File: src/rtl/core/shiprr_ram.sv
// Generic single-port RAM with registered read data.
// No dependencies.
module shiprr_ram #(
  parameter int unsigned WIDTH = 8,
  parameter int unsigned DEPTH = 16
) (
  input  logic                     clk_i,
  input  logic [$clog2(DEPTH)-1:0] addr_i,
  input  logic                     we_i,
  input  logic [WIDTH-1:0]         wdata_i,
  output logic [WIDTH-1:0]         rdata_o
);

  logic [WIDTH-1:0] mem [DEPTH];
  logic [WIDTH-1:0] rdata_q;

  always_ff @(posedge clk_i) begin
    if (we_i) begin
      mem[addr_i] <= wdata_i;
    end
    rdata_q <= mem[addr_i];
  end

  assign rdata_o = rdata_q;

endmodule

File: config.mk
export PLATFORM = sky130hd
export DESIGN_NAME = shiprr_ram
export DESIGN_NICKNAME = d
export VERILOG_FILES = /design/src/rtl/core/shiprr_ram.sv
export SDC_FILE = /design/constraint.sdc
export NUM_CORES = 1
export LEC_CHECK = 0
export ABC_AREA = 1
export BUFFER_PORTS_ARGS = -buffer_cell sky130_fd_sc_hd__buf_2
export CAP_MARGIN = 20
export CORE_MARGIN = 5
export CORE_UTILIZATION = 35
export DETAILED_ROUTE_END_ITERATION = 12
export PLACE_DENSITY = 0.55
export SYNTH_ARGS = -nofsm -noshare
export SYNTH_HDL_FRONTEND = slang
export SYNTH_SLANG_ARGS = --single-unit
File: constraint.sdc
create_clock -name clk_i -period 1.8 [get_ports clk_i]
set_input_delay 0.18 -clock clk_i [delete_from_list [all_inputs] [get_ports clk_i]]
set_output_delay 0.18 -clock clk_i [all_outputs]
set_load 0.05 [all_outputs]
# After elaboration in Yosys (flattened, before gate mapping)
# Memory sizes are Yosys's and may differ from the RTL's. A register that Yosys moved wholly into a read port is not among the register bits.
# Cells that the tools add are included.
# totals
reg_bits,0
latch_bits,0
ramBits,128
mem_bits_ro,0
inputBits,14
n_memories,1
# classes
n_addsub,0
n_mul,0
n_div,0
magnitude_cmp,0
n_eq_ne,0
shifts,0
n_mux,2
n_bitwise,0
reduce_logical,0
# memory_table
name,words,word_bits,read_ports,rd_ports_with_merged_regs,write_ports,line_no,rtl
mem,16,8,1,1,1,14,logic [WIDTH-1:0] mem [DEPTH];
# op_table
operator,count
1-bit 2-to-1 mux,2

# Longest topological paths before layout
# Gate-level depths: netlist of run 1.
# depth
word_depth,2
depth_mapped,11
ltp_nobuf,9

# Least setup slack after synthesis of run 1
# No wires, ideal clock.
# synth_path
kind,input to register
from,input addr_i[1]
to,"memory mem[3][0], enable pin"
arrival_ps,1187
path_slack_ps,243
stages,4
cell_sequence,buf_2 > clkbuf_1 > nand3_1 > nor2_1
# synth_lines
item,line_no,rtl
from (decl),8,"input logic [$clog2(DEPTH)-1:0] addr_i,"
to (decl),14,
# No word-level cell before the write port.

# Worst setup path in the final report of run 1
# layout_path
from,register rdata_q[0] (netlist: rdata_o[0]) (read register of mem)
to,output rdata_o[0]
# layout_lines
item,line_no,rtl
from (decl),15,logic [WIDTH-1:0] rdata_q;
to (decl),11,output logic [WIDTH-1:0] rdata_o
# No word-level cell between the ends.

==> results of run 1 <==
[power by group]
group	total (uW)	switching (uW)	leakage, uW	internal [uW]
logic	501	375	0.00134	126
registers	3570	24.8	0.00122	3540
clock network	3790	1260	0.000310	2530
[layer usage]
layer / global-route usage, % / part of all wire [%] / wire (um) / vias up
met2: 23.42 / 47 / 5959 / 69
met5: 0 / 0 / 0 / -
met3: 3.294 / 4.1 / 522 / 15
li1: - / - / - / 1844
met1: 19.74 / 47 / 5947 / 1746
met4: 6.103 / 1.9 / 246 / 0
[worst reg2reg max path, cell delays in order (launching register included)]
cell and delay (ns):
edfxtp_1 0.36, nand2_1 0.08, nand2_1 0.07, nand2_1 0.06, nand2_1 0.06, nand2_1 0.08, nand2_1 0.06, inv_1 0.05
nand2_1 0.06
[through the flow]
step | instances | util, % | power (uW) | cell area [um^2]
after detailed placement | 791 | 38.39 | 4143 | 6055
after floorplan | 548 | - | 3943 | 5593
after global placement | 791 | 38.39 | 4143 | 6055
after CTS | 823 | 42.55 | 7933 | 6710
after global routing | 823 | 42.55 | 8137 | 6710
final | 823 | 42.55 | 7860 | 6710
[worst paths after layout]
path                                   end
worst max-delay path            rdata_o[0]
worst min-delay path            mem[14][5]
worst max register to register  rdata_o[6]
worst min register to register  rdata_o[2]
[synth_stat cells (all sizes together)]
| library cell | count | area, um^2 |
|---|---|---|
| buf | 18 | 105.1 |
| clkbuf | 3 | 11.26 |
| clkinv | 1 | 3.750 |
| dfxtp | 8 | 160.2 |
| edfxtp | 128 | 3844 |
| inv | 22 | 82.58 |
| nand2 | 346 | 1299 |
| nand3 | 4 | 20.02 |
| nor2 | 18 | 67.56 |
[sequential cells by signal, summed over array words and instances (netlist names)]
register  flops
mem         128
rdata_o       8
[cells by family after synthesis]
| logic type | count (synthesis) | share of synthesized area (%) |
|---|---|---|
| and+or+nand+nor | 368 | 24.79 |
| DFF | 136 | 71.59 |
| buffers and inverters | 44 | 3.624 |
[cell type report]
cell class | count | area [um^2] | share of cell area, %
Clock inverter | 11 | 195.2 | 2.909
Timing Repair Buffer | 48 | 307.8 | 4.587
Inverter | 23 | 86.33 | 1.287
Sequential cell | 136 | 4004 | 59.67
Clock buffer | 21 | 460.4 | 6.862
Multi-Input combinational cell | 368 | 1386 | 20.66
Tap cell | 216 | 270.3 | 4.028
==> results by group, run 1 <==
Worst setup path
  • Crit path buffers/inverters: 1
  • Flop2flop setup slack: 0.81 ns
  • Worst R2R Path Depth: 8
  • Worst Path Arrival: 1.07 ns
  • CP Depth: 1
  • Crit path kind: flip-flop to primary output
  • Crit. Startpoint: rdata_o[0]
  • Worst path top cell family by delay: flip-flops
  • CP max stage cell: dfxtp_1
  • Worst path cell trace: buf_2
  • CP Data Required Time: 1.62 ns
  • CP max FO: 1
  • Crit start category: flip-flop
  • FF-to-FF Start: mem[14][6]
  • Largest stage delay on the critical path: 0.37 ns
  • CP endpoint kind: primary output

Power
  • Largest vdd supply drop: 0.0006962 V
  • Pwr Density: 1171 nW/um^2
  • Leakage: 0.002877 uW

Drt
  • DRC Markers: 0
  • First-pass detailed-route iteration total: 4
  • Total number of vias: 3674
  • Total length of routed wires: 12680 um
  • Drt wl/cell: 15.40 um
  • Detailed Route Iter0 Violations: 273
  • Via density: 4.464
  • Routed Antenna Nets: 0

STA
  • Unrepaired setup endpoints after global routing: false
  • Min Clock Period, post-route: 1.246 ns
  • Final Hold Violating Endpoints: 0
  • Worst hold slack: 0.1775 ns
  • TNS Setup: 0 ns
  • Post-Route Skew: 0.008624 ns
  • Final slew viol count: 0
  • Final WS setup: 0.5538 ns
  • Fmax: 802.5 MHz
  • Worst Max-Slew Pin Slew: 0.4026 ns
  • Period utilisation layout: 69.23%
  • Relative slew slack: 73.16%
  • Final setup viols: 0

Finish
  • N_diodes: 0
  • Synth-to-Final Area Change: 19.98%
  • NumNets Final: 608
  • Most common cell after layout, fill and taps aside: nand2_1
  • Share of layout cells above drive strength 1: 13.01%
  • Commonest cells after routing, fill and taps aside: nand2_1 (346), edfxtp_1 (128), buf_4 (27)
  • Fillers: 1522

Floorplan
  • Core Area: 15770 um^2
  • Die Width: 136.4 um
  • DIE AREA: 18610 um^2
  • I/O pin count: 22
  • Site Rows: 46
  • Starting Density: 35.46%
  • Die Height: 136.4 um

GRT
  • Vias in the first global route: 3582
  • Gr ovfl total: 0
  • Initial antenna violation count: 0
  • First-pass GRT wire length: 19860 um
  • GRT Overall Usage: 14.79%
  • Largest net degree at the start of global routing: 32

CTS
  • CTS max path bufs: 2
  • Post-CTS Setup Inserts: 0
  • Clock latency on the worst-skew pair: 0.42 ns
  • CTS tree: built
  • Clock root buffer master: clkbuf_16
  • Post-CTS Resized: 0
  • CTS Buf Count: 17
  • Clock Sinks: 136
  • Reg clk slew, reported paths: 0.06 ns
  • Hold_buf cts: 0
  • Htree depth: 4

Synth
  • Post-synthesis sequential area ratio: 71.59%
  • Post-synthesis cell type count: 11
  • FF+latch count, synth: 136
  • Synth Warn #: 0
  • Mapped Area: 5593 um^2
  • Synth Area per Inst: 10.21 um^2
  • Synth Net Count: 562
  • Gate Count Post-Synth: 548

Placement
  • Port Buffers: 21
  • GP Congestion: 0.7832
  • Pre-CTS WS: 0.3360 ns
  • HPWL Detailed: 8350 um

Min path
  • Worst hold path class: primary input to flip-flop
  • Hold_sp: wdata_i[5]
  • Min-Delay Path Depth: 1

Status
  • Status: finished, final reports clean

Job
  • Max-cap violations: 0
Note: power is estimated with default switching activity, not from simulation.
==> run 2: changes to the inputs <==
==> constraint.sdc (replaced) <==
create_clock -name clk_i -period 1.15 [get_ports clk_i]
set_input_delay 0.115 -clock clk_i [delete_from_list [all_inputs] [get_ports clk_i]]
set_output_delay 0.115 -clock clk_i [all_outputs]
set_load 0.05 [all_outputs]
==> results by group, run 2 (same netlist as run 1, synthesis figures left out) <==
Status
  • Status: finished, final reports clean

Finish
  • Largest Register: mem
  • Area of the multi-input gates: 1562 um^2 (+13%)
  • Share of layout cells above drive strength 1: 16.80% (+3.8 points)
  • Synth-to-Final Area Change: 22.95%
  • Most common cell after layout, fill and taps aside: nand2_1
  • Number of flip-flops in the largest register: 128 (unchanged)
  • Design area: 6877 um^2 (+2.5%)
  • NumNets Final: 608 (unchanged)
  • Sequential cell area: 4004 um^2 (unchanged)
  • Utilization after layout: 43.61% (+1.1 points)
  • Fillers: 1511 (-0.72%)
  • N_diodes: 0 (unchanged)
  • Commonest cells after routing, fill and taps aside: nand2_1 (346), edfxtp_1 (128), inv_1 (21)

Floorplan
  • Core Area: 15770 um^2 (unchanged)
  • I/O pin count: 22 (unchanged)
  • Die Width: 136.4 um (unchanged)
  • Site Rows: 46 (unchanged)
  • Starting Density: 35.46% (unchanged)
  • DIE AREA: 18610 um^2 (unchanged)
  • Die Height: 136.4 um (unchanged)

GRT
  • Vias in the first global route: 3597 (+0.42%)
  • First-pass GRT wire length: 19550 um (-1.6%)
  • Initial antenna violation count: 0 (unchanged)
  • Gr ovfl total: 0 (unchanged)
  • Largest net degree at the start of global routing: 33 (+3.1%)
  • GRT Overall Usage: 14.51% (-0.28 points)

Power
  • Sw frac: 23.22% (+2.1 points)
  • Flop pwr share: 48.6% (+3.2 points)
  • P_sw: 2662 uW (+60%)
  • Combinational power share: 8.0% (+1.6 points)
  • Largest vdd supply drop: 0.001031 V (+48%)
  • Leakage: 0.002871 uW (-0.21%)
  • Internal power: 8801 uW (+42%)
  • Pwr Density: 1667 nW/um^2 (+42%)
  • Clk pwr share: 43.4% (-4.8 points)

Placement
  • GP Congestion: 0.8209 (+4.8%)
  • Post-DP Area: 6319 um^2 (+4.4%)
  • Port Buffers: 21 (unchanged)
  • HPWL Detailed: 8456 um (+1.3%)

STA
  • Worst Max-Slew Pin Slew: 0.4249 ns (+0.02233 ns)
  • Unrepaired setup endpoints after global routing: false
  • Worst hold slack: 0.1379 ns (-0.03962 ns)
  • Relative slew slack: 71.67% (-1.5 points)
  • Min Clock Period, post-route: 1.101 ns
  • Final Hold Violating Endpoints: 0 (unchanged)
  • Post-Route Skew: 0.007051 ns (-0.001573 ns)
  • Final setup viols: 0 (unchanged)
  • Fmax: 908.0 MHz
  • Period utilisation layout: 95.77%
  • Final slew viol count: 0 (unchanged)

Worst setup path
  • CP max stage cell: dfxtp_1
  • Worst path top cell family by delay: flip-flops
  • FF-to-FF Start: mem[0][2]
  • CP endpoint kind: primary output
  • Largest stage delay on the critical path: 0.31 ns (-0.06 ns)
  • CP Data Required Time: 1.03 ns (-0.59 ns)
  • Flop2flop setup slack: 0.13 ns (-0.68 ns)
  • Crit. Startpoint: rdata_o[5]
  • CP max FO: 1 (unchanged)
  • Crit path kind: flip-flop to primary output
  • Crit start category: flip-flop
  • Worst path cell trace: buf_2
  • Crit path buffers/inverters: 1 (unchanged)
  • Worst Path Arrival: 0.99 ns (-0.08 ns)

Drt
  • Via density: 4.412 (-1.2%)
  • Total number of vias: 3631 (-1.2%)
  • Drt wl/cell: 15.19 um (-1.4%)
  • First-pass detailed-route iteration total: 4 (unchanged)
  • Total length of routed wires: 12500 um (-1.4%)
  • Routed Antenna Nets: 0 (unchanged)
  • Detailed Route Iter0 Violations: 284 (+4.0%)
  • DRC Markers: 0 (unchanged)

CTS
  • Htree depth: 4 (unchanged)
  • Clock root buffer master: clkbuf_16
  • Clock latency on the worst-skew pair: 0.42 ns (about the same)
  • CTS Buf Count: 17 (unchanged)
  • Clock Sinks: 136 (unchanged)
  • Reg clk slew, reported paths: 0.06 ns (about the same)
  • CTS max path bufs: 2 (unchanged)
  • Post-CTS Setup Inserts: 0 (unchanged)
  • Hold_buf cts: 0 (unchanged)
  • CTS tree: built

Job
  • Max-cap violations: 0 (unchanged)

Min path
  • Worst hold path class: primary input to flip-flop
  • Hold_sp: wdata_i[4]
==> run 2: worst paths after layout <==
check | to | depth (start not counted)
setup / recovery | rdata_o[5] | 1
hold / removal | mem[0][4] | 1
setup reg to reg | rdata_o[2] | 8
hold reg to reg | rdata_o[6] | 8
==> run 2: what timing repair did <==
action / 4_1_cts / 5_1_grt
endpoints found under the hold margin: 0 / 0
endpoints found under the setup margin: 0 / 1
gates resized for setup: 0 / 1
==> run 2: area by class of cell <==
type	count	share of cell area (%)
flip-flops and latches	136	58.22
multi-input cells	368	22.71
clock buffers	22	7.060
repair buffers	48	5.786
well taps	216	3.930
inverters	23	1.274
clock inverters	10	1.019
==> run 2: layer usage <==
layer	track usage (%)	up-vias	wire length [um]
li1	-	1849	-
met1	18.40	1712	5518
met2	24.19	64	6307
met3	3.812	6	574
met4	4.871	0	102
met5	0	-	0
==> run 2: power groups by stage <==
stage / clock network (uW) / logic, uW / registers, uW
finish: 4980 / 912 / 5570
global route: 5280 / 1010 / 5580
CTS: 5060 / 929 / 5570
detailed placement: 0 / 925 / 5670
global placement: 0 / 921 / 5670
floorplan: 0 / 433 / 5790
==> run 2: stage by stage <==
stage	worst slack [ns]	setup TNS (ns)	total power (uW)	std cells
6_report	0.04864	0	11460	823
5_1_grt	0.001208	0	11880	823
3_5_place_dp	-0.1602	-14.30	6600	791
2_1_floorplan	-0.006811	-0.07305	6222	548
4_1_cts	0.02814	0	11560	823
3_3_place_gp	-0.1574	-12.41	6592	791
==> run 3: changes to the inputs <==
--- a/config.mk
+++ b/config.mk
@@ -12,6 +12,7 @@
 export CORE_UTILIZATION = 35
 export DETAILED_ROUTE_END_ITERATION = 12
 export PLACE_DENSITY = 0.55
+export RECOVER_POWER = 50
 export SYNTH_ARGS = -nofsm -noshare
 export SYNTH_HDL_FRONTEND = slang
 export SYNTH_SLANG_ARGS = --single-unit
==> results by group, run 3 (same netlist as run 1, synthesis figures left out) <==
Worst setup path
  • CP max stage cell: dfxtp_1
  • Crit start category: flip-flop
  • Flop2flop setup slack: 0.14 ns (about the same)
  • Largest stage delay on the critical path: 0.31 ns (about the same)
  • Worst path top cell family by delay: flip-flops
  • CP max FO: 1 (unchanged)
  • Crit path buffers/inverters: 1 (unchanged)
  • CP Data Required Time: 1.03 ns (about the same)
  • Crit path kind: flip-flop to primary output
  • Worst Path Arrival: 0.98 ns (about the same)
  • CP endpoint kind: primary output
  • Worst path cell trace: buf_2

Floorplan
  • Starting Density: 35.46% (unchanged)
  • Die Width: 136.4 um (unchanged)
  • Die Height: 136.4 um (unchanged)
  • DIE AREA: 18610 um^2 (unchanged)
  • Core Area: 15770 um^2 (unchanged)
  • I/O pin count: 22 (unchanged)
  • Site Rows: 46 (unchanged)

Placement
  • Placed Cells: 791 (unchanged)
  • GP Congestion: 0.8209 (unchanged)
  • Port Buffers: 21 (unchanged)
  • HPWL Detailed: 8456 um (unchanged)

Finish
  • Number of flip-flops in the largest register: 128 (unchanged)
  • Synth-to-Final Area Change: 22.60%
  • NumNets Final: 608 (unchanged)
  • Share of layout cells above drive strength 1: 15.32% (-1.5 points)
  • N_diodes: 0 (unchanged)
  • Utilization after layout: 43.48% (-0.13 points)
  • Largest Register: mem
  • Commonest cells after routing, fill and taps aside: nand2_1 (346), edfxtp_1 (128), inv_1 (22)
  • Non-filler cells, final: 823 (unchanged)
  • Most common cell after layout, fill and taps aside: nand2_1

CTS
  • CTS tree: built
  • CTS max path bufs: 2 (unchanged)
  • CTS Buf Count: 17 (unchanged)
  • Htree depth: 4 (unchanged)
  • Clock Sinks: 136 (unchanged)
  • Reg clk slew, reported paths: 0.06 ns (about the same)
  • Clock root buffer master: clkbuf_16
  • Clock latency on the worst-skew pair: 0.41 ns (about the same)

STA
  • Worst hold slack: 0.2972 ns (+0.1593 ns)
  • Post-Route Skew: 0.007040 ns (-0.00001043 ns)
  • Period utilisation layout: 95.59% (-0.18 points)
  • Final setup viols: 0 (unchanged)
  • Unrepaired setup endpoints after global routing: false
  • Final Hold Violating Endpoints: 0 (unchanged)
  • Worst Max-Slew Pin Slew: 1.011 ns (+0.5862 ns)
  • Relative slew slack: 32.59% (-39 points)
  • Final slew viol count: 0 (unchanged)
  • Min Clock Period, post-route: 1.099 ns (-0.002108 ns)
  • Fmax: 909.7 MHz (+0.19%)

GRT
  • GRT Overall Usage: 14.51% (unchanged)
  • Initial antenna violation count: 0 (unchanged)
  • Largest net degree at the start of global routing: 33 (unchanged)
  • First-pass GRT wire length: 19550 um (unchanged)
  • Gr ovfl total: 0 (unchanged)
  • Vias in the first global route: 3597 (unchanged)

Drt
  • First-pass detailed-route iteration total: 4 (unchanged)
  • DRC Markers: 0 (unchanged)
  • Total length of routed wires: 12560 um (+0.46%)
  • Routed Antenna Nets: 0 (unchanged)
  • Detailed Route Iter0 Violations: 252 (-11%)
  • Drt wl/cell: 15.26 um (+0.46%)
  • Via density: 4.400 (-0.28%)
  • Total number of vias: 3621 (-0.28%)

Status
  • Status: finished, final reports clean

Power
  • Largest vdd supply drop: 0.001025 V (-0.58%)
  • Leakage: 0.002850 uW (-0.74%)
  • Pwr Density: 1669 nW/um^2 (+0.15%)

Min path
  • Worst hold path class: primary input to flip-flop

Job
  • Max-cap violations: 0 (unchanged)
-- run 3: cell types whose count changed in the layout (fill, tap and decap cells not counted), sizes merged --
cell,delta
buf,-9
clkbuf,+9
-- run 3: layout make-up --
type / count / area (um^2)
clock buffers: 22 / 485.5
clock inverters: 10 / 70.07
fillers: 1518 / 8914
inverters: 23 / 87.58
well taps: 216 / 270.3
repair buffers: 48 / 387.9
multi-input cells: 368 / 1551
flip-flops and latches: 136 / 4004
-- run 3: repair_timing --
item | in CTS | in global routing
buffers inserted | 0 | 0
hold endpoints to repair | 0 | 0
hold buffers | 0 | 0
endpoints found under the setup margin | 0 | 1
gates resized for setup | 0 | 1
-- run 3: routing by layer --
metal / global-route usage [%] / wire length [um] / vias to the layer above
li1: - / - / 1847
met1: 18.40 / 5620 / 1706
met2: 24.19 / 6308 / 64
met3: 3.812 / 550 / 4
met4: 4.871 / 82 / 0
met5: 0 / 0 / -
-- run 3: power breakdown --
group | internal [uW] | total (uW) | switching, uW
Sequential | 5550 | 5570 | 27.3
Clock | 2990 | 4970 | 1980
Combinational | 262 | 906 | 644
-- run 3: path summary, 6_finish.rpt --
| path | to | from | cells past startpoint |
|---|---|---|---|
| max | rdata_o[5] | rdata_o[5] | 1 |
| min | mem[10][7] | addr_i[3] | 4 |
| max reg2reg | rdata_o[2] | mem[0][2] | 8 |
| min reg2reg | rdata_o[6] | mem[8][6] | 8 |
-- run 3: stage by stage --
| step | setup WS [ns] | cell area [um^2] | setup TNS [ns] | power, uW |
|---|---|---|---|---|
| detailed placement | -0.1602 | 6319 | -14.30 | 6600 |
| CTS | 0.02814 | 6874 | 0 | 11560 |
| finish | 0.05074 | 6857 | 0 | 11450 |
| global route | 0.001208 | 6857 | 0 | 11870 |
| global placement | -0.1574 | 6319 | -12.41 | 6592 |
| floorplan | -0.006811 | 5782 | -0.07305 | 6222 |
