File: config.mk
export PLATFORM = sky130hd
export DESIGN_NAME = shiprr_update
export DESIGN_NICKNAME = d
export VERILOG_FILES = /design/src/rtl/core/shiprr_pkg.sv /design/src/rtl/core/shiprr_update.sv
export SDC_FILE = /design/constraint.sdc
export NUM_CORES = 1
export LEC_CHECK = 0
export BUFFER_PORTS_ARGS = -buffer_cell sky130_fd_sc_hd__buf_2
export CAP_MARGIN = 20
export CORE_AREA = 2 2 362 364
export DETAILED_ROUTE_END_ITERATION = 12
export DIE_AREA = 0 0 364 366
export GPL_TIMING_DRIVEN = 0
export SETUP_SLACK_MARGIN = 0.05
export SYNTH_ARGS = -nofsm -noshare
export SYNTH_HDL_FRONTEND = slang
export SYNTH_SLANG_ARGS = --single-unit
export TNS_END_PERCENT = 10
File: constraint.sdc
create_clock -name vclk -period 32.5
set_clock_uncertainty 0.2 [all_clocks]
set_input_delay 6.5 -clock vclk [all_inputs]
set_output_delay 6.5 -clock vclk [all_outputs]
set_load 0.005 [all_outputs]
File: src/rtl/core/shiprr_pkg.sv
// Shared types and constants for the RRIP replacement engine with reuse
// predictor and stride detector. No dependencies.
package shiprr_pkg;

  localparam int unsigned NUM_SETS_DEF   = 2048;
  localparam int unsigned NUM_WAYS_DEF   = 16;
  localparam int unsigned SIG_BITS_DEF   = 6;
  localparam int unsigned RRPV_WIDTH_DEF = 2;

  localparam int unsigned BLOCK_SHIFT = 6;
  localparam int unsigned BADDR_W     = 64 - BLOCK_SHIFT;

  localparam logic [1:0] CTR_MAX   = 2'd3;
  localparam logic [1:0] CTR_RESET = 2'd1;
  localparam logic [1:0] RUN_MAX   = 2'd3;

  localparam logic [1:0] REUSE_THR_RESET  = 2'd1;
  localparam logic [1:0] STREAM_THR_RESET = 2'd3;
  localparam logic [7:0] STRIDE_LIM_RESET = 8'd8;

  typedef enum logic [1:0] {
    CFG_REUSE_THR  = 2'd0,
    CFG_STREAM_THR = 2'd1,
    CFG_STRIDE_LIM = 2'd2
  } cfg_idx_e;

  typedef enum logic {
    REQ_VICTIM = 1'b0,
    REQ_UPDATE = 1'b1
  } req_kind_e;

  typedef enum logic [1:0] {
    ST_CLEAR,
    ST_IDLE,
    ST_EXEC
  } state_e;

  typedef struct packed {
    logic        req_type;
    logic [10:0] set_index;
    logic [3:0]  way;
    logic [63:0] paddr;
    logic [63:0] pc;
    logic        hit;
  } req_t;

  typedef struct packed {
    logic [1:0] reuse_thr;
    logic [1:0] stream_thr;
    logic [7:0] stride_lim;
  } cfg_t;

endpackage

File: src/rtl/core/shiprr_update.sv
// Read-modify-write datapath for one set row: victim search with aging,
// hit update, stride detection and fill insertion. Depends on shiprr_pkg.
module shiprr_update import shiprr_pkg::*; #(
  parameter int unsigned NUM_SETS   = NUM_SETS_DEF,
  parameter int unsigned NUM_WAYS   = NUM_WAYS_DEF,
  parameter int unsigned SIG_BITS   = SIG_BITS_DEF,
  parameter int unsigned RRPV_WIDTH = RRPV_WIDTH_DEF,
  localparam int unsigned SIG_COUNT = 1 << SIG_BITS,
  localparam int unsigned BLK_W     = 1 + SIG_BITS + RRPV_WIDTH,
  localparam int unsigned CTR_OFS   = NUM_WAYS * BLK_W,
  localparam int unsigned STR_OFS   = CTR_OFS + 2 * SIG_COUNT,
  localparam int unsigned ROW_W     = STR_OFS + 2 * BADDR_W + 3
) (
  input  req_t             req_i,
  input  cfg_t             cfg_i,
  input  logic [ROW_W-1:0] row_i,
  output logic [ROW_W-1:0] row_o,
  output logic             we_o,
  output logic [3:0]       victim_o
);

  localparam int unsigned WAY_W = (NUM_WAYS > 1) ? $clog2(NUM_WAYS) : 1;
  localparam logic [RRPV_WIDTH-1:0] RRPV_SAT  = {RRPV_WIDTH{1'b1}};
  localparam logic [RRPV_WIDTH-1:0] RRPV_FAR  = RRPV_SAT - RRPV_WIDTH'(1);
  localparam logic [RRPV_WIDTH-1:0] RRPV_NEAR = '0;

  logic [RRPV_WIDTH-1:0] rrpv [NUM_WAYS];
  logic [SIG_BITS-1:0]   sig  [NUM_WAYS];
  logic                  vld  [NUM_WAYS];
  logic [1:0]            ctr  [SIG_COUNT];
  logic [BADDR_W-1:0]    recent_blk, older_blk, new_addr;
  logic [1:0]            run;
  logic                  strm;
  logic [RRPV_WIDTH-1:0] top, add;
  logic [WAY_W-1:0]      vic_idx, way_idx;
  logic                  found;
  logic [SIG_BITS-1:0]   sig_new, sig_old;
  logic [63:0]           sig_mix;
  logic [BADDR_W:0]      d1, d2;
  logic                  stride_ok;
  logic                  set_ok, way_ok;
  logic [5:0]            way_ext;

  always_comb begin
    for (int w = 0; w < NUM_WAYS; w++) begin
      rrpv[w] = row_i[w*BLK_W +: RRPV_WIDTH];
      sig[w]  = row_i[w*BLK_W+RRPV_WIDTH +: SIG_BITS];
      vld[w]  = row_i[w*BLK_W+RRPV_WIDTH+SIG_BITS];
    end
    for (int s = 0; s < SIG_COUNT; s++) begin
      ctr[s] = row_i[CTR_OFS+2*s +: 2];
    end
    recent_blk = row_i[STR_OFS +: BADDR_W];
    older_blk  = row_i[STR_OFS+BADDR_W +: BADDR_W];
    run        = row_i[STR_OFS+2*BADDR_W +: 2];
    strm       = row_i[STR_OFS+2*BADDR_W+2];

    set_ok  = 17'(req_i.set_index) < 17'(NUM_SETS);
    way_ext = 6'(req_i.way);
    way_ok  = way_ext < 6'(NUM_WAYS);
    way_idx = way_ext[WAY_W-1:0];
    sig_mix = (req_i.pc >> 2) ^ 64'(req_i.set_index);
    sig_new = sig_mix[SIG_BITS-1:0];
    new_addr = req_i.paddr[63:BLOCK_SHIFT];

    // age the set so that at least one way reaches the maximum
    top = '0;
    for (int w = 0; w < NUM_WAYS; w++) begin
      if (rrpv[w] > top) top = rrpv[w];
    end
    add      = RRPV_SAT - top;
    found    = 1'b0;
    vic_idx  = '0;
    stride_ok = 1'b0;
    d1 = '0;
    d2 = '0;
    sig_old = '0;
    we_o = 1'b0;

    if (req_i.req_type == REQ_VICTIM) begin
      for (int w = 0; w < NUM_WAYS; w++) begin
        rrpv[w] = rrpv[w] + add;
        if (!found && rrpv[w] == RRPV_SAT) begin
          found   = 1'b1;
          vic_idx = WAY_W'(w);
        end
      end
      we_o = set_ok;
    end else if (req_i.hit) begin
      rrpv[way_idx] = RRPV_NEAR;
      sig[way_idx]  = sig_new;
      vld[way_idx]  = 1'b1;
      if (ctr[sig_new] < CTR_MAX) ctr[sig_new] = ctr[sig_new] + 2'd1;
      we_o = set_ok && way_ok;
    end else begin
      d1 = {1'b0, new_addr} - {1'b0, recent_blk};
      d2 = {1'b0, recent_blk} - {1'b0, older_blk};
      stride_ok = (older_blk != '0) && (d1 == d2) &&
                  ((&d1) || (!d1[BADDR_W] && d1[BADDR_W-1:0] < BADDR_W'(cfg_i.stride_lim)));
      if (stride_ok) begin
        if (run < RUN_MAX) run = run + 2'd1;
      end else begin
        run = 2'd0;
      end
      strm       = run >= cfg_i.stream_thr;
      older_blk  = recent_blk;
      recent_blk = new_addr;
      // drop confidence for the signature of the block being replaced
      if (vld[way_idx]) begin
        sig_old = sig[way_idx];
        if (ctr[sig_old] > 2'd0) ctr[sig_old] = ctr[sig_old] - 2'd1;
      end
      if (strm || ctr[sig_new] < cfg_i.reuse_thr) rrpv[way_idx] = RRPV_FAR;
      else rrpv[way_idx] = RRPV_NEAR;
      sig[way_idx] = sig_new;
      vld[way_idx] = 1'b1;
      we_o = set_ok && way_ok;
    end

    for (int w = 0; w < NUM_WAYS; w++) begin
      row_o[w*BLK_W +: BLK_W] = {vld[w], sig[w], rrpv[w]};
    end
    for (int s = 0; s < SIG_COUNT; s++) begin
      row_o[CTR_OFS+2*s +: 2] = ctr[s];
    end
    row_o[STR_OFS +: BADDR_W]         = recent_blk;
    row_o[STR_OFS+BADDR_W +: BADDR_W] = older_blk;
    row_o[STR_OFS+2*BADDR_W +: 2]     = run;
    row_o[STR_OFS+2*BADDR_W+2]        = strm;

    victim_o = set_ok ? 4'(vic_idx) : 4'd0;
  end

endmodule

# Word-level counts from Yosys, hierarchy flattened
# Cells that the tools add are included.
dict set report word_totals {
  wordCells 232
  ff_bits 0
  out_inout_bits 396
}
dict set report op_classes {
  magnitude_cmp 28
  n_eq_ne 17
  n_bitwise 10
  mux 114
  reduce_logical 41
  n_addsub 22
}
# cell n
set ops {}
lappend ops {{two-way mux 128 bit} 7}
lappend ops {{bitwise mux 128 bit} 2}
lappend ops {{two-way mux 58 bit} 4}
lappend ops {{subtractor 58 x 58 -> 59 bit} 2}
lappend ops {{bitwise mux 96 bit} 1}
lappend ops {{two-way mux 32 bit} 3}
lappend ops {{two-way mux 96 bit} 1}
lappend ops {{two-way mux 2 bit} 31}
lappend ops {{two-way mux 4 bit} 15}
lappend ops {{== test 59 bit} 1}
lappend ops {{AND reduction 59 bit} 1}
lappend ops {{less-than comparator 58 x 8 -> 1 bit} 1}
lappend ops {{nonzero test 58 bit} 1}
lappend ops {{binary-select mux 2 bit (select 6 bit)} 3}
lappend ops {{two-way mux 1 bit} 36}
lappend ops {{adder 2 bit} 16}
lappend ops {{bitwise AND 32 bit} 1}
lappend ops {{== test 2 bit (second input constant)} 16}
lappend ops {{NOT 32 bit} 1}
lappend ops {{OR 16 bit} 2}
lappend ops {{greater-than comparator 2 bit} 15}
lappend ops {{binary-select mux 6 bit (select 4 bit)} 1}
lappend ops {{demux 2 bit (select 6 bit)} 2}
lappend ops {{demux 6 bit (select 4 bit)} 1}
lappend ops {{other kinds (24)} 68}

# Longest topological paths before layout
# Gate-level depths: netlist (run 1).
dict set report logic_depth {
  word_depth 97
  ltp_mapped 86
  depth_no_buf 84
}

# Worst setup path before layout (run 1)
# No wires, ideal clock.
dict set report synth_path {
  path_kind {input to output}
  startpoint {input row_i[10]}
  endpoint {output victim_o[0]}
  required_time_ns 25.800
  n_path_buf 1
  path_slack_ns 6.353
  cell_stages 77
  t_arrival_ns 19.447
  cell_sequence {inv_1 ha_1 or3_1 a31o_2 ha_1 inv_1 o22ai_1 and3b_1 nor2_1 ha_1 inv_1 o22ai_1 o21ai_0 ha_1 inv_1 o22a_1 o31a_1 o21ai_0 (+41 left out) a31oi_1 o21bai_1 ha_1 inv_1 o22ai_1 o21ai_0 o22a_1 ha_1 nor2b_1 o21ai_0 nor2_1 a21oi_1 clkbuf_1 xnor2_1 o22ai_1 nor4_1 nor3_1 o32ai_1}
}
dict set report synth_via {
  elab_chain_cells 95
  elab_cells_between_ends 139
  cone_classes {17 x add/sub; 15 x order compare; 16 x eq/ne; 61 x mux; 30 x reduce/logical}
}
# element line_no
set synth_rtl {}
lappend synth_rtl {{start, declared} shiprr_update.sv:16} ;# input logic [ROW_W-1:0] row_i,
lappend synth_rtl {{greater-than comparator 2 bit} shiprr_update.sv:69} ;# if (rrpv[w] > top) top = rrpv[w];
lappend synth_rtl {{two-way mux 2 bit} shiprr_update.sv:69}
lappend synth_rtl {{greater-than comparator 2 bit} shiprr_update.sv:69}
lappend synth_rtl {{two-way mux 2 bit} shiprr_update.sv:69}
lappend synth_rtl {{greater-than comparator 2 bit} shiprr_update.sv:69}
lappend synth_rtl {{two-way mux 2 bit} shiprr_update.sv:69}
lappend synth_rtl {{greater-than comparator 2 bit} shiprr_update.sv:69}
lappend synth_rtl {{two-way mux 2 bit} shiprr_update.sv:69}
lappend synth_rtl {{(+79 left out)} -}
lappend synth_rtl {{logical NOT 1 bit} shiprr_update.sv:83} ;# if (!found && rrpv[w] == RRPV_SAT) begin
lappend synth_rtl {{logical AND 1 bit} shiprr_update.sv:83}
lappend synth_rtl {{two-way mux 1 bit} shiprr_update.sv:83}
lappend synth_rtl {{two-way mux 1 bit} shiprr_update.sv:80} ;# if (req_i.req_type == REQ_VICTIM) begin
lappend synth_rtl {{logical NOT 1 bit} shiprr_update.sv:83}
lappend synth_rtl {{logical AND 1 bit} shiprr_update.sv:83}
lappend synth_rtl {{two-way mux 4 bit (*)} shiprr_update.sv:83}
lappend synth_rtl {{two-way mux 4 bit (*)} shiprr_update.sv:80}
lappend synth_rtl {{end, declared} shiprr_update.sv:19} ;# output logic [3:0] victim_o
# Every way passes the cells marked *; elsewhere a longest branch is shown, timed or not. The select of a mux whose other input is x is not followed.

# Final worst setup path (run 1)
dict set report layout_path {
  startpoint {input row_i[9]}
  endpoint {output row_o[117]}
}
dict set report layout_via {
  elab_chain_cells 33
}
# element line_no
set layout_rtl {}
lappend layout_rtl {{greater-than comparator 2 bit} shiprr_update.sv:69}
lappend layout_rtl {{two-way mux 2 bit (*)} shiprr_update.sv:69}
lappend layout_rtl {{greater-than comparator 2 bit} shiprr_update.sv:69}
lappend layout_rtl {{two-way mux 2 bit (*)} shiprr_update.sv:69}
lappend layout_rtl {{greater-than comparator 2 bit} shiprr_update.sv:69}
lappend layout_rtl {{two-way mux 2 bit (*)} shiprr_update.sv:69}
lappend layout_rtl {{greater-than comparator 2 bit} shiprr_update.sv:69}
lappend layout_rtl {{two-way mux 2 bit (*)} shiprr_update.sv:69}
lappend layout_rtl {{(+17 left out)} -}
lappend layout_rtl {{two-way mux 2 bit (*)} shiprr_update.sv:69}
lappend layout_rtl {{greater-than comparator 2 bit} shiprr_update.sv:69}
lappend layout_rtl {{two-way mux 2 bit (*)} shiprr_update.sv:69}
lappend layout_rtl {{greater-than comparator 2 bit} shiprr_update.sv:69}
lappend layout_rtl {{two-way mux 2 bit (*)} shiprr_update.sv:69}
lappend layout_rtl {{subtractor 2 bit (*)} shiprr_update.sv:71} ;# add = RRPV_SAT - top;
lappend layout_rtl {{adder 2 bit (*)} shiprr_update.sv:82} ;# rrpv[w] = rrpv[w] + add;
lappend layout_rtl {{two-way mux 32 bit (*)} shiprr_update.sv:80}
lappend layout_rtl {{end, declared} shiprr_update.sv:17} ;# output logic [ROW_W-1:0] row_o,
# Every way passes the cells marked *; elsewhere a longest branch is shown, timed or not.

==> results of run 1 <==
## synth_stat cells, types with 24 or more instances
master,number
nand2_1,650
o21ai_0,392
nor2_1,365
a21oi_1,281
inv_1,225
clkbuf_1,204
ha_1,174
o22ai_1,146
nand3_1,142
xnor2_1,133
nor3_1,86
a21o_1,70
nand4_1,65
nor4_1,57
mux2i_1,53
xor2_1,50
nand2b_1,49
a31oi_1,48
o221ai_1,47
o211ai_1,46
a221o_1,40
and3_1,28
o21a_1,27
o31ai_1,26
and2_1,25
nor2b_1,25
o21bai_1,24
or2_2,24
## metal layers
layer,part of all wire,vias to the layer above,GRT usage
met5,0.0016,-,0
met4,0.099,60,0.286
met3,0.12,782,0.121
met2,0.43,2848,0.548
met1,0.35,18800,0.389
li1,-,16600,-
## per-stage QoR
stage	area, sq um	util	instances
after floorplan	23900	-	3959
final	31000	0.241	6681
after CTS	30800	0.239	6602
after detailed placement	30800	0.239	6602
after global routing	30900	0.240	6625
after global placement	30400	0.236	6569
## critical path: cells and delay by family
kind                     cells  cell delay [ns]
AO/OA/AOI/OAI               32             8.03
adder cells (fa/ha/maj)     15             3.94
buffers and inverters       17             1.99
multiplexers                 1             0.38
AND/OR/NAND/NOR             14             1.73
## final timing paths
path              slack [ns]         end  startpoint
hold / removal         13.09  row_o[309]  req_i[108]
setup / recovery        3.19  row_o[117]    row_i[9]
## kinds of logic (layout without fill, tap and decap cells)
logic type,count (synthesis),in the layout
muxes,106,106
other,1,76
AOI/OAI and AO/OA,1380,1380
buffers and inverters,480,1385
xor gates and xnor gates,198,198
adders and majority gates,176,176
and+or+nand+nor,1618,1618
## area by class of cell
| type | count | share of cell area |
|---|---|---|
| antenna | 75 | 0.00605 |
| buffer | 253 | 0.0340 |
| inverter | 227 | 0.0274 |
| multi-input combinational | 3479 | 0.710 |
| tap | 1742 | 0.0702 |
| timing repair buffer | 905 | 0.153 |
## power breakdown
group	internal, mW	switching, mW	leakage, nW
combinational	0.284	0.662	13.7
clock	0.000000223	0	0.000473
sequential	0	0	0
==> flow_summary.yaml, run 1 <==
status:
  status: "completed"
global_route:
  grt_max_degree: 11
  antenna_found_initial: 119
  grt_pass1_vias: 36700
  grt_first_pass_wirelength_mm: 324
  overflow: 0
  grt_use_total: 0.353
sta:
  setup_ws_ns: 3.19
  finalSetupTns_ns: 0
  rsz0062_at_grt: "no"
  post-route-period-util: 0.902
  fin_crit_ns: 29.31
  hold-worst-slack_ns: 13.09
  setup_viol: 0
  final_hold_viol_count: 0
  slew_viol_final: 0
  relSlewSlack: 0.0702
  max_clock_freq_mhz: 34.1
  worstMarginPinSlew_ns: 1.38
power:
  finalPower_mw: 0.946
  power.density_nw_per_um2: 30.5
  ir_drop_mv: 0.0128
  p_leak_nw: 13.7
synthesis:
  avgSynthCellArea_sq_um: 6.03
  yosys.area_share.adder: 0.0929
  synth_area_sq_um: 23900
  post_synth_main_area_contributors: "nand2_1 10%, ha_1 9.1%, o21ai_0 8.2%"
  yosysUniqueCellTypes: 100
  synth_top_area_frac: 0.102
  synth_top_family_by_area: "compound AO/OA/AOI/OAI gates"
  synthMuxAreaShare: 0.0592
  synth-simple-area-share: 0.314
  syn_inst: 3959
  synth_compound_area_frac: 0.373
  yosysTopAreaCell: "nand2_1"
  synth_nets: 4683
  synth_xor_area_frac: 0.0815
  yosys_warnings: 0
  seq_area_frac_synth: 0
cells_and_area:
  n_sequential_cell: 0
  multi_input_area_sq_um: 22000
  areaGrowthSynthToFinish_pct: 30.1
  final_common_cell: "buf_2"
  clock_buffers: 0
  layout.area.seq_sq_um: 0
  fin_nets: 5590
  drive_above_1_share: 0.215
  fill_cells: 15100
  final_cell_mix: "885 x buf_2, 650 x nand2_1, 387 x o21ai_0, 364 x nor2_1, 281 x a21oi_1"
floorplan:
  die_area_sq_um: 133000
  die_width_microns: 364
  start_util: 0.185
  rows: 132
  boundaryPins: 944
  die_h_microns: 366
  core-area_sq_um: 129000
hold_path:
  min_path_cells: 4
  worst_hold_path_type: "primary input to output pin"
worst_setup_path:
  crit_type: "primary input to output pin"
  cp-end-kind: "output pin"
  startpoint_type: "primary input"
  critPathMaxStageDelay_ns: 1.07
  required_ns: 25.80
  arrival_ns: 22.61
  cpMaxStageDelayCell: "o21ai_0"
  crit_fanout: 10
  crit_path_frequent_cell: "ha_1"
placed_design:
  place_ws_ns: 3.42
  io_buffers: 868
  post-dp-hpwl_mm: 217
  gp_congestion: 1.06
routing:
  ant_nets: 0
  wl_per_cell_microns: 37.4
  first_pass_iters: 7
  routed_via_density: 5.85
  drt_wl_total_mm: 250
  drtIter0Drc: 5251
  num_vias: 39100
  drc: 0
clock_tree:
  post_cts_buffers: 0
  ctsResizeCount: 0
  hold_buffers: 0
flow_run:
  drv_cap: 0
No activity file was read; power rests on OpenSTA's default activity.
==> run 2, diff against run 1 <==
--- a/config.mk
+++ b/config.mk
@@ -11,6 +11,7 @@
 export DETAILED_ROUTE_END_ITERATION = 12
 export DIE_AREA = 0 0 364 366
 export GPL_TIMING_DRIVEN = 0
+export PLACE_DENSITY = 0.44
 export SETUP_SLACK_MARGIN = 0.05
 export SYNTH_ARGS = -nofsm -noshare
 export SYNTH_HDL_FRONTEND = slang
==> run 2 against run 1 <==
First-iteration DRC count shrank 8.4%. Setup slack gained 0.16 ns. Utilization shrank 0.17 points. Critical path depth grew 2. Worst hold slack gained 0.0055 ns. Largest cell class unchanged.
==> flow_summary.yaml, run 2 (synthesis gave the netlist of run 1 again) <==
global_route:
  grt_pass1_vias: 36400
  grt_max_degree: 11
  grt_use_total: 0.330
  antenna_found_initial: 54
  grt_first_pass_wirelength_mm: 308
  overflow: 0
cells_and_area:
  layout.area.seq_sq_um: 0
  final_common_cell: "buf_2"
  drive_above_1_share: 0.215
  fill_cells: 15000
  final_cell_mix: "885 x buf_2, 650 x nand2_1, 392 x o21ai_0, 364 x nor2_1, 280 x a21oi_1"
  fin_cells: 6619
  n_sequential_cell: 0
  fin_nets: 5578
  finish.instance_area_sq_um: 30800
  clock_buffers: 0
  areaGrowthSynthToFinish_pct: 29.2
sta:
  max_clock_freq_mhz: 34.3
  fin_crit_ns: 29.15
  setup_viol: 0
  finalSetupTns_ns: 0
  relSlewSlack: 0.136
  final_hold_viol_count: 0
  slew_viol_final: 0
  hold-worst-slack_ns: 13.09
  rsz0062_at_grt: "no"
  worstMarginPinSlew_ns: 1.29
  post-route-period-util: 0.897
worst_setup_path:
  crit_type: "primary input to output pin"
  crit_fanout: 10
  required_ns: 25.80
  critPathLaunch: "row_i[9]"
  crit_path_end: "row_o[19]"
  cpMaxStageDelayCell: "a2111oi_0"
  startpoint_type: "primary input"
  arrival_ns: 22.45
  crit_buf_inv: 17
  critPathMaxStageDelay_ns: 0.72
  crit_path_frequent_cell: "ha_1"
  critPathTopFamily: "compound AO/OA/AOI/OAI gates"
  cp-end-kind: "output pin"
  cp.depth: 81
routing:
  drt_wl_total_mm: 233
  wl_per_cell_microns: 35.2
  wl_met1_mm: 89.4
  top_layer_used: "met5"
  ant_nets: 0
  first_pass_iters: 6
  wl_met2_mm: 102
  drc: 0
  num_vias: 38600
  drtIter0Drc: 4811
  routed_via_density: 5.82
  met3_length_mm: 22.9
hold_path:
  worst_hold_path_type: "primary input to output pin"
  min_path_cells: 3
placed_design:
  io_buffers: 868
  gp_congestion: 1.03
  placed_area_sq_um: 30800
  placed_cells: 6593
  post-dp-hpwl_mm: 201
flow_run:
  drv_cap: 0
floorplan:
  start_util: 0.185
  die_area_sq_um: 133000
  core-area_sq_um: 129000
  die_h_microns: 366
  die_width_microns: 364
  rows: 132
  boundaryPins: 944
clock_tree:
  ctsResizeCount: 0
  hold_buffers: 0
  post_cts_buffers: 0
status:
  status: "completed"
[run 2: cell types whose count changed in the layout (fill, tap and decap cells not counted), sizes merged]
| cell | before | now |
|---|---|---|
| diode | 75 | 25 |
| buf | 952 | 941 |
| clkbuf | 206 | 205 |
[run 2: stage by stage]
stage / util / setup slack [ns]
2_1_floorplan: - / 6.35
3_3_place_gp: 0.236 / 3.62
3_5_place_dp: 0.238 / 3.49
4_1_cts: 0.238 / 3.44
5_1_grt: 0.239 / 2.21
6_report: 0.239 / 3.35
[run 2: how the worst min path moves through the flow]
stage	endpoint	from	slack, ns
floorplan	row_o[0]	row_i[0]	12.88
global placement	row_o[116]	row_i[116]	13.08
detailed placement	row_o[116]	row_i[116]	13.09
CTS	row_o[116]	row_i[116]	13.09
global route	row_o[116]	row_i[116]	13.10
finish	row_o[107]	row_i[107]	13.09
[run 2: tightest hold or removal path: stages]
cell and delay [ns]:
buf_2 0.10, nand2b_1 0.09, buf_2 0.10
[run 2: final cells by class]
cell class	count	area (sq um)	share of cell area
antenna	25	62.6	0.00203
buffer	253	1060	0.0344
inverter	227	852	0.0276
multi-input combinational	3479	22000	0.715
tap	1742	2180	0.0707
timing repair buffer	893	4630	0.150
[run 2: layer usage]
| layer | vias to the layer above | track usage |
|---|---|---|
| li1 | 16500 | - |
| met1 | 18700 | 0.399 |
| met2 | 2664 | 0.525 |
| met3 | 645 | 0.0763 |
| met4 | 46 | 0.206 |
| met5 | - | 0 |
